## config.mk

```make
export PLATFORM = sky130hd
export DESIGN_NAME = cascade_balance_velocity_pid
export DESIGN_NICKNAME = d
export VERILOG_FILES = /design/src/design/cbvp_pkg.sv /design/src/design/cbvp_mac.sv /design/src/design/cbvp_wheel.sv /design/src/design/cascade_balance_velocity_pid.sv
export SDC_FILE = /design/constraint.sdc
export NUM_CORES = 2
export LEC_CHECK = 0
export BUFFER_PORTS_ARGS = -buffer_cell sky130_fd_sc_hd__buf_2
export CELL_PAD_IN_SITES_DETAIL_PLACEMENT = 0
export CELL_PAD_IN_SITES_GLOBAL_PLACEMENT = 1
export CORE_MARGIN = 1
export CORE_UTILIZATION = 45
export DETAILED_ROUTE_END_ITERATION = 10
export PLACE_DENSITY_LB_ADDON = 0.2
export SLEW_MARGIN = 20
export SYNTH_ARGS = -nofsm -noshare
export SYNTH_HDL_FRONTEND = slang
export SYNTH_SLANG_ARGS = --single-unit
```

## constraint.sdc

```tcl
create_clock -name clk -period 8.1 [get_ports clk]
set_input_delay 0 -clock clk [delete_from_list [all_inputs] [get_ports clk]]
set_output_delay 0 -clock clk [all_outputs]
set_load 0.1 [all_outputs]
```

## src/design/cbvp_pkg.sv

```systemverilog
// shared types, widths, constants and helpers of the balance controller
package cbvp_pkg;

  // field widths
  localparam int ANGLE_W  = 15;
  localparam int GAIN_W   = 16;
  localparam int CNT_W    = 16;
  localparam int DUTY_W   = 13;
  localparam int CFG_IDX_W = 3;

  // internal value widths
  localparam int AERR_W   = 16;
  localparam int ADIFF_W  = 17;
  localparam int RERR_W   = 25;
  localparam int RDIFF_W  = 26;
  localparam int RSUM_W   = 21;
  localparam int SERR_W   = 18;
  localparam int SSUM_W   = 15;
  localparam int OUT16_W  = 16;
  localparam int DRIVE_W  = 17;
  localparam int MOTOR_W  = 14;

  // multiply-accumulate widths
  localparam int OPND_W   = 26;
  localparam int PROD_W   = GAIN_W + OPND_W;
  localparam int ACC_W    = 44;

  // limits and offsets
  localparam int RATE_SUM_LIMIT  = 640000;
  localparam int SPEED_SUM_LIMIT = 10000;
  localparam int DRIVE_LIMIT     = 6900;
  localparam int WHEEL_TRIM      = 18;
  localparam int DUTY_OFFSET     = 1100;
  localparam int SAT16_MAX       = 32767;
  localparam int SAT16_MIN       = -32768;

  // fraction shifts
  localparam int ANGLE_SHIFT = 8;
  localparam int RATE_SHIFT  = 14;
  localparam int SPEED_SHIFT = 8;

  // configuration register indexes
  typedef enum logic [CFG_IDX_W-1:0] {
    CFG_TARGET_ANGLE     = 3'd0,
    CFG_ANGLE_PROP_GAIN  = 3'd1,
    CFG_ANGLE_DIFF_GAIN  = 3'd2,
    CFG_RATE_PROP_GAIN   = 3'd3,
    CFG_RATE_INTEG_GAIN  = 3'd4,
    CFG_RATE_DIFF_GAIN   = 3'd5,
    CFG_SPEED_PROP_GAIN  = 3'd6,
    CFG_SPEED_INTEG_GAIN = 3'd7
  } cfg_idx_t;

  // request from the sequencer to the multiply-accumulate unit
  typedef struct packed {
    logic                     issue;
    logic                     clear;
    logic signed [GAIN_W-1:0] gain;
    logic signed [OPND_W-1:0] opnd;
  } mac_req_t;

  // arithmetic shift right that rounds toward zero
  function automatic logic signed [ACC_W-1:0] trunc_shr(input logic signed [ACC_W-1:0] v,
                                                         input int s);
    logic signed [ACC_W-1:0] bias;
    logic signed [ACC_W-1:0] sum;
    bias = v[ACC_W-1] ? ((ACC_W'(1) << s) - ACC_W'(1)) : '0;
    sum  = v + bias;
    return sum >>> s;
  endfunction

  // saturate to a signed 16-bit value
  function automatic logic signed [OUT16_W-1:0] sat16(input logic signed [ACC_W-1:0] v);
    logic signed [OUT16_W-1:0] r;
    if (v > ACC_W'(SAT16_MAX)) begin
      r = OUT16_W'(SAT16_MAX);
    end else if (v < ACC_W'(SAT16_MIN)) begin
      r = OUT16_W'(SAT16_MIN);
    end else begin
      r = OUT16_W'(v);
    end
    return r;
  endfunction

endpackage

```

## src/design/cbvp_mac.sv

```systemverilog
// shared signed multiplier with product register and accumulator
module cbvp_mac import cbvp_pkg::*; (
  input  logic                    clk,
  input  logic                    rst,
  input  mac_req_t                req,
  output logic signed [ACC_W-1:0] acc
);

  logic signed [PROD_W-1:0] prod;
  logic                     prod_vld;

  // multiply stage
  always_ff @(posedge clk) begin
    prod <= PROD_W'(req.gain) * PROD_W'(req.opnd);
    if (rst) begin
      prod_vld <= 1'b0;
    end else begin
      prod_vld <= req.issue;
    end
  end

  // accumulate stage
  always_ff @(posedge clk) begin
    if (rst) begin
      acc <= '0;
    end else if (req.clear) begin
      acc <= '0;
    end else if (prod_vld) begin
      acc <= acc + ACC_W'(prod);
    end
  end

endmodule

```

## src/design/cbvp_wheel.sv

```systemverilog
// maps a signed wheel drive to forward and reverse compare values
module cbvp_wheel import cbvp_pkg::*; (
  input  logic signed [MOTOR_W-1:0] motor,
  output logic        [DUTY_W-1:0]  fwd,
  output logic        [DUTY_W-1:0]  rev
);

  logic signed [MOTOR_W:0] fwd_sum;
  logic signed [MOTOR_W:0] rev_sum;

  // offset by the dead band in the active direction
  always_comb begin
    fwd_sum = (MOTOR_W+1)'(DUTY_OFFSET) + (MOTOR_W+1)'(motor);
    rev_sum = (MOTOR_W+1)'(DUTY_OFFSET) - (MOTOR_W+1)'(motor);
    if (motor > MOTOR_W'(0)) begin
      fwd = fwd_sum[DUTY_W-1:0];
      rev = '0;
    end else begin
      fwd = '0;
      rev = rev_sum[DUTY_W-1:0];
    end
  end

endmodule

```

## src/design/cascade_balance_velocity_pid.sv

```systemverilog
// top level: cascaded angle/rate pid with velocity pi on one shared multiplier
//
// One request on the input channel (in_valid/in_ready) carries one control tick:
// tilt angle, gyro rate, both encoder counts and the speed target. It yields one
// request on the output channel (out_valid/out_ready) with the forward and
// reverse compare values of both wheels.
// in_ready is high only while the sequencer is idle, so a new tick is taken only
// once the previous one has been written to the output register. A tick runs
// through the single multiplier, which works through seven products in turn,
// each followed by its accumulation, plus the error, rounding and clamping
// steps around them. The result sits in the output register; the next tick may
// be accepted while it waits, and the sequencer holds in its last step if the
// receiver still has not taken the previous result.
// Gains and the target angle are written over cfg_valid/cfg_index/cfg_data; the
// user must write them only while idle, which the block itself does not enforce;
// cfg_ready is always high.
// Reset (rst, synchronous) loads the default gains and target angle and clears
// all loop memory: previous errors and both integrators.
module cascade_balance_velocity_pid import cbvp_pkg::*; (
  input  logic                        clk,
  input  logic                        rst,
  // configuration
  input  logic                        cfg_valid,
  output logic                        cfg_ready,
  input  logic        [CFG_IDX_W-1:0] cfg_index,
  input  logic        [GAIN_W-1:0]    cfg_data,
  // tick input
  input  logic                        in_valid,
  output logic                        in_ready,
  input  logic signed [ANGLE_W-1:0]   tilt_angle,
  input  logic signed [CNT_W-1:0]     tilt_rate,
  input  logic signed [CNT_W-1:0]     left_count,
  input  logic signed [CNT_W-1:0]     right_count,
  input  logic signed [CNT_W-1:0]     speed_target,
  // drive output
  output logic                        out_valid,
  input  logic                        out_ready,
  output logic        [DUTY_W-1:0]    right_fwd_duty,
  output logic        [DUTY_W-1:0]    right_rev_duty,
  output logic        [DUTY_W-1:0]    left_fwd_duty,
  output logic        [DUTY_W-1:0]    left_rev_duty
);

  typedef enum logic [4:0] {
    S_IDLE, S_ERR, S_A0, S_A1, S_AW, S_AIM, S_RERR, S_R0, S_R1, S_R2, S_RW,
    S_BAL, S_V0, S_V1, S_VW, S_VEL, S_DRV, S_OUT
  } state_t;

  state_t state;

  // configuration registers
  logic signed [ANGLE_W-1:0] target_angle;
  logic signed [GAIN_W-1:0]  angle_prop_gain;
  logic signed [GAIN_W-1:0]  angle_diff_gain;
  logic signed [GAIN_W-1:0]  rate_prop_gain;
  logic signed [GAIN_W-1:0]  rate_integ_gain;
  logic signed [GAIN_W-1:0]  rate_diff_gain;
  logic signed [GAIN_W-1:0]  speed_prop_gain;
  logic signed [GAIN_W-1:0]  speed_integ_gain;

  // loop memory
  logic signed [AERR_W-1:0]  prev_angle_error;
  logic signed [RERR_W-1:0]  prev_rate_error;
  logic signed [RSUM_W-1:0]  rate_error_sum;
  logic signed [SSUM_W-1:0]  speed_error_sum;

  // captured tick and intermediate values
  logic signed [ANGLE_W-1:0] angle_meas;
  logic signed [CNT_W-1:0]   rate_meas;
  logic signed [CNT_W-1:0]   left_meas;
  logic signed [CNT_W-1:0]   right_meas;
  logic signed [CNT_W-1:0]   speed_tgt;
  logic signed [AERR_W-1:0]  angle_err;
  logic signed [ADIFF_W-1:0] angle_diff;
  logic signed [SERR_W-1:0]  speed_err;
  logic signed [RERR_W-1:0]  aim_rate;
  logic signed [RERR_W-1:0]  rate_err;
  logic signed [RDIFF_W-1:0] rate_diff;
  logic signed [OUT16_W-1:0] balance;
  logic signed [OUT16_W-1:0] vel;
  logic signed [MOTOR_W-1:0] motor_left;
  logic signed [MOTOR_W-1:0] motor_right;

  // combinational step results
  logic signed [AERR_W-1:0]   angle_err_next;
  logic signed [ADIFF_W-1:0]  angle_diff_next;
  logic signed [SERR_W-1:0]   speed_err_next;
  logic signed [SSUM_W+3:0]   ssum_raw;
  logic signed [SSUM_W-1:0]   speed_error_sum_next;
  logic signed [RERR_W-1:0]   rate_err_next;
  logic signed [RDIFF_W-1:0]  rate_diff_next;
  logic signed [RDIFF_W-1:0]  rsum_raw;
  logic signed [RSUM_W-1:0]   rate_error_sum_next;
  logic signed [DRIVE_W-1:0]  drive;
  logic signed [DRIVE_W:0]    left_raw;
  logic signed [DRIVE_W:0]    right_raw;
  logic signed [MOTOR_W-1:0]  motor_left_next;
  logic signed [MOTOR_W-1:0]  motor_right_next;
  logic        [DUTY_W-1:0]   rfwd;
  logic        [DUTY_W-1:0]   rrev;
  logic        [DUTY_W-1:0]   lfwd;
  logic        [DUTY_W-1:0]   lrev;

  mac_req_t                   mac_req;
  logic signed [ACC_W-1:0]    acc;

  assign cfg_ready = 1'b1;
  assign in_ready  = (state == S_IDLE);

  // configuration writes
  always_ff @(posedge clk) begin
    if (rst) begin
      target_angle     <= ANGLE_W'(397);
      angle_prop_gain  <= GAIN_W'(1024);
      angle_diff_gain  <= GAIN_W'(0);
      rate_prop_gain   <= GAIN_W'(-9216);
      rate_integ_gain  <= GAIN_W'(-1075);
      rate_diff_gain   <= GAIN_W'(3584);
      speed_prop_gain  <= GAIN_W'(3584);
      speed_integ_gain <= GAIN_W'(102);
    end else if (cfg_valid) begin
      case (cfg_idx_t'(cfg_index))
        CFG_TARGET_ANGLE:     target_angle     <= cfg_data[ANGLE_W-1:0];
        CFG_ANGLE_PROP_GAIN:  angle_prop_gain  <= cfg_data;
        CFG_ANGLE_DIFF_GAIN:  angle_diff_gain  <= cfg_data;
        CFG_RATE_PROP_GAIN:   rate_prop_gain   <= cfg_data;
        CFG_RATE_INTEG_GAIN:  rate_integ_gain  <= cfg_data;
        CFG_RATE_DIFF_GAIN:   rate_diff_gain   <= cfg_data;
        CFG_SPEED_PROP_GAIN:  speed_prop_gain  <= cfg_data;
        CFG_SPEED_INTEG_GAIN: speed_integ_gain <= cfg_data;
        default: ;
      endcase
    end
  end

  // angle and speed errors, speed integrator
  always_comb begin
    angle_err_next  = AERR_W'(target_angle) - AERR_W'(angle_meas);
    angle_diff_next = ADIFF_W'(angle_err_next) - ADIFF_W'(prev_angle_error);
    speed_err_next  = SERR_W'(right_meas) - SERR_W'(left_meas) - SERR_W'(speed_tgt);
    ssum_raw        = (SSUM_W+4)'(speed_error_sum) + (SSUM_W+4)'(speed_err_next);
    if (ssum_raw > (SSUM_W+4)'(SPEED_SUM_LIMIT)) begin
      speed_error_sum_next = SSUM_W'(SPEED_SUM_LIMIT);
    end else if (ssum_raw < (SSUM_W+4)'(-SPEED_SUM_LIMIT)) begin
      speed_error_sum_next = SSUM_W'(-SPEED_SUM_LIMIT);
    end else begin
      speed_error_sum_next = SSUM_W'(ssum_raw);
    end
  end

  // rate error and rate integrator
  always_comb begin
    rate_err_next  = RERR_W'(aim_rate) - RERR_W'(rate_meas);
    rate_diff_next = RDIFF_W'(rate_err_next) - RDIFF_W'(prev_rate_error);
    rsum_raw       = RDIFF_W'(rate_error_sum) + RDIFF_W'(rate_err_next);
    if (rsum_raw > RDIFF_W'(RATE_SUM_LIMIT)) begin
      rate_error_sum_next = RSUM_W'(RATE_SUM_LIMIT);
    end else if (rsum_raw < RDIFF_W'(-RATE_SUM_LIMIT)) begin
      rate_error_sum_next = RSUM_W'(-RATE_SUM_LIMIT);
    end else begin
      rate_error_sum_next = RSUM_W'(rsum_raw);
    end
  end

  // motor drive with per-wheel trim and clamp
  always_comb begin
    drive     = DRIVE_W'(balance) - DRIVE_W'(vel);
    left_raw  = (DRIVE_W+1)'(drive) + (DRIVE_W+1)'(WHEEL_TRIM);
    right_raw = (DRIVE_W+1)'(drive) - (DRIVE_W+1)'(WHEEL_TRIM);
    if (left_raw > (DRIVE_W+1)'(DRIVE_LIMIT)) begin
      motor_left_next = MOTOR_W'(DRIVE_LIMIT);
    end else if (left_raw < (DRIVE_W+1)'(-DRIVE_LIMIT)) begin
      motor_left_next = MOTOR_W'(-DRIVE_LIMIT);
    end else begin
      motor_left_next = MOTOR_W'(left_raw);
    end
    if (right_raw > (DRIVE_W+1)'(DRIVE_LIMIT)) begin
      motor_right_next = MOTOR_W'(DRIVE_LIMIT);
    end else if (right_raw < (DRIVE_W+1)'(-DRIVE_LIMIT)) begin
      motor_right_next = MOTOR_W'(-DRIVE_LIMIT);
    end else begin
      motor_right_next = MOTOR_W'(right_raw);
    end
  end

  // operand selection for the shared multiplier
  always_comb begin
    mac_req = '0;
    case (state)
      S_ERR, S_AIM, S_BAL: begin
        mac_req.clear = 1'b1;
      end
      S_A0: begin
        mac_req.issue = 1'b1;
        mac_req.gain  = angle_prop_gain;
        mac_req.opnd  = OPND_W'(angle_err);
      end
      S_A1: begin
        mac_req.issue = 1'b1;
        mac_req.gain  = angle_diff_gain;
        mac_req.opnd  = OPND_W'(angle_diff);
      end
      S_R0: begin
        mac_req.issue = 1'b1;
        mac_req.gain  = rate_prop_gain;
        mac_req.opnd  = OPND_W'(rate_err);
      end
      S_R1: begin
        mac_req.issue = 1'b1;
        mac_req.gain  = rate_integ_gain;
        mac_req.opnd  = OPND_W'(rate_error_sum);
      end
      S_R2: begin
        mac_req.issue = 1'b1;
        mac_req.gain  = rate_diff_gain;
        mac_req.opnd  = OPND_W'(rate_diff);
      end
      S_V0: begin
        mac_req.issue = 1'b1;
        mac_req.gain  = speed_prop_gain;
        mac_req.opnd  = OPND_W'(speed_err);
      end
      S_V1: begin
        mac_req.issue = 1'b1;
        mac_req.gain  = speed_integ_gain;
        mac_req.opnd  = OPND_W'(speed_error_sum);
      end
      default: ;
    endcase
  end

  cbvp_mac u_mac (
    .clk (clk),
    .rst (rst),
    .req (mac_req),
    .acc (acc)
  );

  cbvp_wheel u_wheel_right (
    .motor (motor_right),
    .fwd   (rfwd),
    .rev   (rrev)
  );

  cbvp_wheel u_wheel_left (
    .motor (motor_left),
    .fwd   (lfwd),
    .rev   (lrev)
  );

  // sequencer, loop memory and output register
  always_ff @(posedge clk) begin
    if (rst) begin
      state            <= S_IDLE;
      out_valid        <= 1'b0;
      prev_angle_error <= '0;
      prev_rate_error  <= '0;
      rate_error_sum   <= '0;
      speed_error_sum  <= '0;
    end else begin
      // the final step reloads the output register itself
      if (out_valid && out_ready && (state != S_OUT)) begin
        out_valid <= 1'b0;
      end
      case (state)
        S_IDLE: begin
          if (in_valid) begin
            angle_meas <= tilt_angle;
            rate_meas  <= tilt_rate;
            left_meas  <= left_count;
            right_meas <= right_count;
            speed_tgt  <= speed_target;
            state      <= S_ERR;
          end
        end
        S_ERR: begin
          angle_err        <= angle_err_next;
          angle_diff       <= angle_diff_next;
          prev_angle_error <= angle_err_next;
          speed_err        <= speed_err_next;
          speed_error_sum  <= speed_error_sum_next;
          state            <= S_A0;
        end
        S_A0: state <= S_A1;
        S_A1: state <= S_AW;
        S_AW: state <= S_AIM;
        S_AIM: begin
          aim_rate <= RERR_W'(trunc_shr(acc, ANGLE_SHIFT));
          state    <= S_RERR;
        end
        S_RERR: begin
          rate_err        <= rate_err_next;
          rate_diff       <= rate_diff_next;
          prev_rate_error <= rate_err_next;
          rate_error_sum  <= rate_error_sum_next;
          state           <= S_R0;
        end
        S_R0: state <= S_R1;
        S_R1: state <= S_R2;
        S_R2: state <= S_RW;
        S_RW: state <= S_BAL;
        S_BAL: begin
          balance <= sat16(trunc_shr(acc, RATE_SHIFT));
          state   <= S_V0;
        end
        S_V0: state <= S_V1;
        S_V1: state <= S_VW;
        S_VW: state <= S_VEL;
        S_VEL: begin
          vel   <= sat16(trunc_shr(acc, SPEED_SHIFT));
          state <= S_DRV;
        end
        S_DRV: begin
          motor_left  <= motor_left_next;
          motor_right <= motor_right_next;
          state       <= S_OUT;
        end
        S_OUT: begin
          // wait here while the previous result is still unclaimed
          if (!out_valid || out_ready) begin
            right_fwd_duty <= rfwd;
            right_rev_duty <= rrev;
            left_fwd_duty  <= lfwd;
            left_rev_duty  <= lrev;
            out_valid      <= 1'b1;
            state          <= S_IDLE;
          end
        end
        default: state <= S_IDLE;
      endcase
    end
  end

  // checks
  a_busy_after_accept: assert property (@(posedge clk) disable iff (rst)
    in_valid && in_ready |=> !in_ready)
    else $error("input taken while a tick is in progress");

  a_one_direction: assert property (@(posedge clk) disable iff (rst)
    out_valid |-> (right_fwd_duty == '0 || right_rev_duty == '0) &&
                  (left_fwd_duty == '0 || left_rev_duty == '0))
    else $error("wheel driven in both directions");

  a_rate_sum_bound: assert property (@(posedge clk) disable iff (rst)
    (rate_error_sum <= RSUM_W'(RATE_SUM_LIMIT)) &&
    (rate_error_sum >= RSUM_W'(-RATE_SUM_LIMIT)))
    else $error("rate integrator outside its clamp");

  a_result_from_last_step: assert property (@(posedge clk) disable iff (rst)
    $rose(out_valid) |-> $past(state == S_OUT))
    else $error("result raised outside the final step");

endmodule
```

==> metrics.txt <==
number of global-route vias before repair=40300; CTS H-Tree Depth=3; Synth Cell Area=50200 um^2; Clock Skew=roughly 0.031 ns; final worst slack=0.277 ns; CTS Root Cell=clkbuf_16; worst hold path startpoint=speed_target[5]; crit end category=register; initial antenna violation count=1; WP data required=8.68 ns; Synth async-reset ratio=0%; Clock Latency Late Sink=0.67 ns; Post-synth EDFFs=between 300 and 400; Tmin final=7.82 ns; final setup fails=0; Netlist cell types=91; I/O pins=about 160; Layout Nets=6883; Detail Placement HPWL=118000 um; Tightest Hold Check Type=primary input to register; run status=finished clean; CP Buf/Inv Count=8; Initial Utilization=45.4%; total grt overflow=0; Peak VDD IR=roughly 0.3 mV; total power divided by cell area=148 nW/um^2; gr usage total=26.4%; placed cell area=between 50000 and 60000 um^2; synth cell count leaders=inv_1 (745), nand2_1 (680), nor2_1 (521), fa_1 (426), ha_1 (327); Port Buf Inserts=156; critical path's top delay family=adder cells; Synth Instances=roughly 5600; critical path type=register to register; Post-synth top flop=edfxtp_1; Die Ht=336 um; clock-pin transition on the worst setup and hold timing paths=~0.060 ns; first-pass GRT wire length=231000 um; Die W=336 um; Bufs on Longest Clock Path=3; slew at the pin with the worst max-slew slack=~1.2 ns; Synth top area share=19.0%; CP Max Fanout=6; Core Rows=122; Final period util=96.6%; clk sinks=615; Peak Freq=0.128 GHz; Max transition margin=between 20% and 30%; maximum cell stage delay along the critical path=0.55 ns; total CTS buffers=74; DP Worst Slack=-0.0748 ns; Filler Cells Inserted=10300; die area=around 110000 um^2; DR iter-0 viols=about 3200; most common cell in the synthesized netlist=inv_1; DR vias=between 40000 and 50000; yosys warns=0; leakage=25.6 nW; Worst Path Arrival=8.41 ns; first-pass iteration count of the detailed router=9; drt via density=5.43; syn_nets=~6400; CP most frequent cell=fa_1; Routed WL per cell=19.5 um; sequential-to-total area share from yosys stat=30.9%; CTS tree=done; # DRC=0; core area=around 110000 um^2; Post-DRT Antenna Nets=0; synthesis-to-layout area growth=17.5%; max-cap violations=0; RR Startpoint=state[3]$_SDFFE_PP0P_; critical path's slowest cell=fa_1; pin count of the biggest net entering global routing=about 110; share of cells above drive strength 1=around an eighth; Synth area leader=edfxtp_1; GPL Wtd Cong=0.937; FF+latch count, synth=615; startpoint types=register; fin area=between 50000 and 60000 um^2; Worst setup startpoint=state[3]$_SDFFE_PP0P_; Mean Syn Cell Area=9.02 um^2; WL final=about 150000 um; number of max-slew violations in the final report=0; cells taking the most area after synthesis=edfxtp_1 (19%), fa_1 (17%), dfxtp_1 (12%); number of hold violations in the final report=0
## final timing paths
path | slack [ns] | end | cells after the start
setup / recovery | 0.28 | u_mac.prod[41]$_DFF_P_ | 33
hold / removal | 0.04 | speed_tgt[5]$_DFFE_PP_ | 2
setup reg to reg | 0.28 | u_mac.prod[41]$_DFF_P_ | 33
hold reg to reg | 0.45 | prev_rate_error[8]$_SDFFE_PP0P_ | 2
## worst reg2reg max path: cells and delay by family (launching register included)
kind,cells,cell delay (ns)
buf+inv,8,0.89
flops,1,0.36
simple gates,7,1.01
compound gates,11,2.19
fa+ha+maj,7,3.26
## per-layer routing
metal | wire [um] | global-route usage (%) | vias up
li1 | - | - | 19700
met1 | 67400 | 37.3 | 20100
met2 | 68000 | 43.3 | 1178
met3 | 9590 | 3.49 | 168
met4 | 2990 | 5.63 | 0
met5 | 0 | 0 | -
## cells in the final DEF (no fill, tap or decap), drive strengths merged, types with 44 or more instances in the layout
master,Yosys,routed
dlygate4sd3,0,114
a21oi,323,323
edfxtp,318,318
fa,426,426
xor2,106,106
clkbuf,210,98
or3,48,48
nor3,130,130
nor2,521,521
nand2,680,680
inv,745,754
nor2b,62,62
xnor2,187,187
a211oi,44,44
a22o,51,51
a22oi,54,54
nand2b,56,56
o21a,54,54
dfxtp,297,297
a21o,84,84
ha,327,327
o21ai,164,164
nand3,96,96
buf,29,508
## report_power, final
| part | total, mW | switching [mW] | internal [mW] | leakage (nW) |
|---|---|---|---|---|
| sequential | 3.49 | 0.0777 | 3.42 | 5.31 |
| combinational | 1.86 | 1.12 | 0.737 | 19.1 |
| clock | 3.40 | 1.43 | 1.97 | 1.20 |
| total | 8.76 | 2.63 | 6.12 | 25.6 |
## area by class of cell
type                       instances  area (um^2)  area share [%]
antenna                            4         10.0          0.0170
clock buffer                      98         2090            3.54
clock inverter                    40          404           0.685
inverter                         746         2800            4.75
multi-input combinational       3968        31300            53.1
sequential                       615        15500            26.3
tap                             1488         1860            3.16
timing repair buffer             622         5030            8.52
## state kept, by name (all words and copies together) (netlist names), 17 cells and up
name / flops
prev_rate_error: 25
speed_err: 18
rate_error_sum: 21
angle_diff: 17
rate_diff: 26
rate_err: 25
u_mac.acc: 44
u_mac.prod: 42
aim_rate: 25
## kinds of logic after synthesis
| group | Yosys count | synth area share [%] |
|---|---|---|
| and+or+nand+nor | 1819 | 16.5 |
| AOI/OAI and AO/OA | 1078 | 14.4 |
| buffers and inverters | 985 | 7.51 |
| adders and majority gates | 753 | 25.1 |
| DFF | 615 | 30.9 |
| xor gates and xnor gates | 293 | 5.12 |
| muxes | 24 | 0.478 |
| other | 1 | 0.00747 |
## what timing repair did
| action | in CTS | in global routing |
|---|---|---|
| hold endpoints to repair | 258 | 0 |
| setup buffers | 0 | 7 |
| gates resized for setup | 9 | 49 |
| hold buffers | 114 | 0 |
| endpoints found under the setup margin | 7 | 15 |
| pin swaps | 1 | 16 |
## metrics by stage
stage,hold WS (ns),total power [mW],TNS [ns],util (%),std cells
final,0.0416,8.76,0,53.3,7581
after global routing,0.0150,9.13,-0.0209,53.3,7577
after CTS,0.000365,8.80,0,53.0,7569
after detailed placement,0.178,5.35,-0.200,49.7,7317
after global placement,0.176,5.33,0,49.7,7317
after floorplan,0.0989,4.75,0,-,5568
Power figures use the tool's default switching activity.
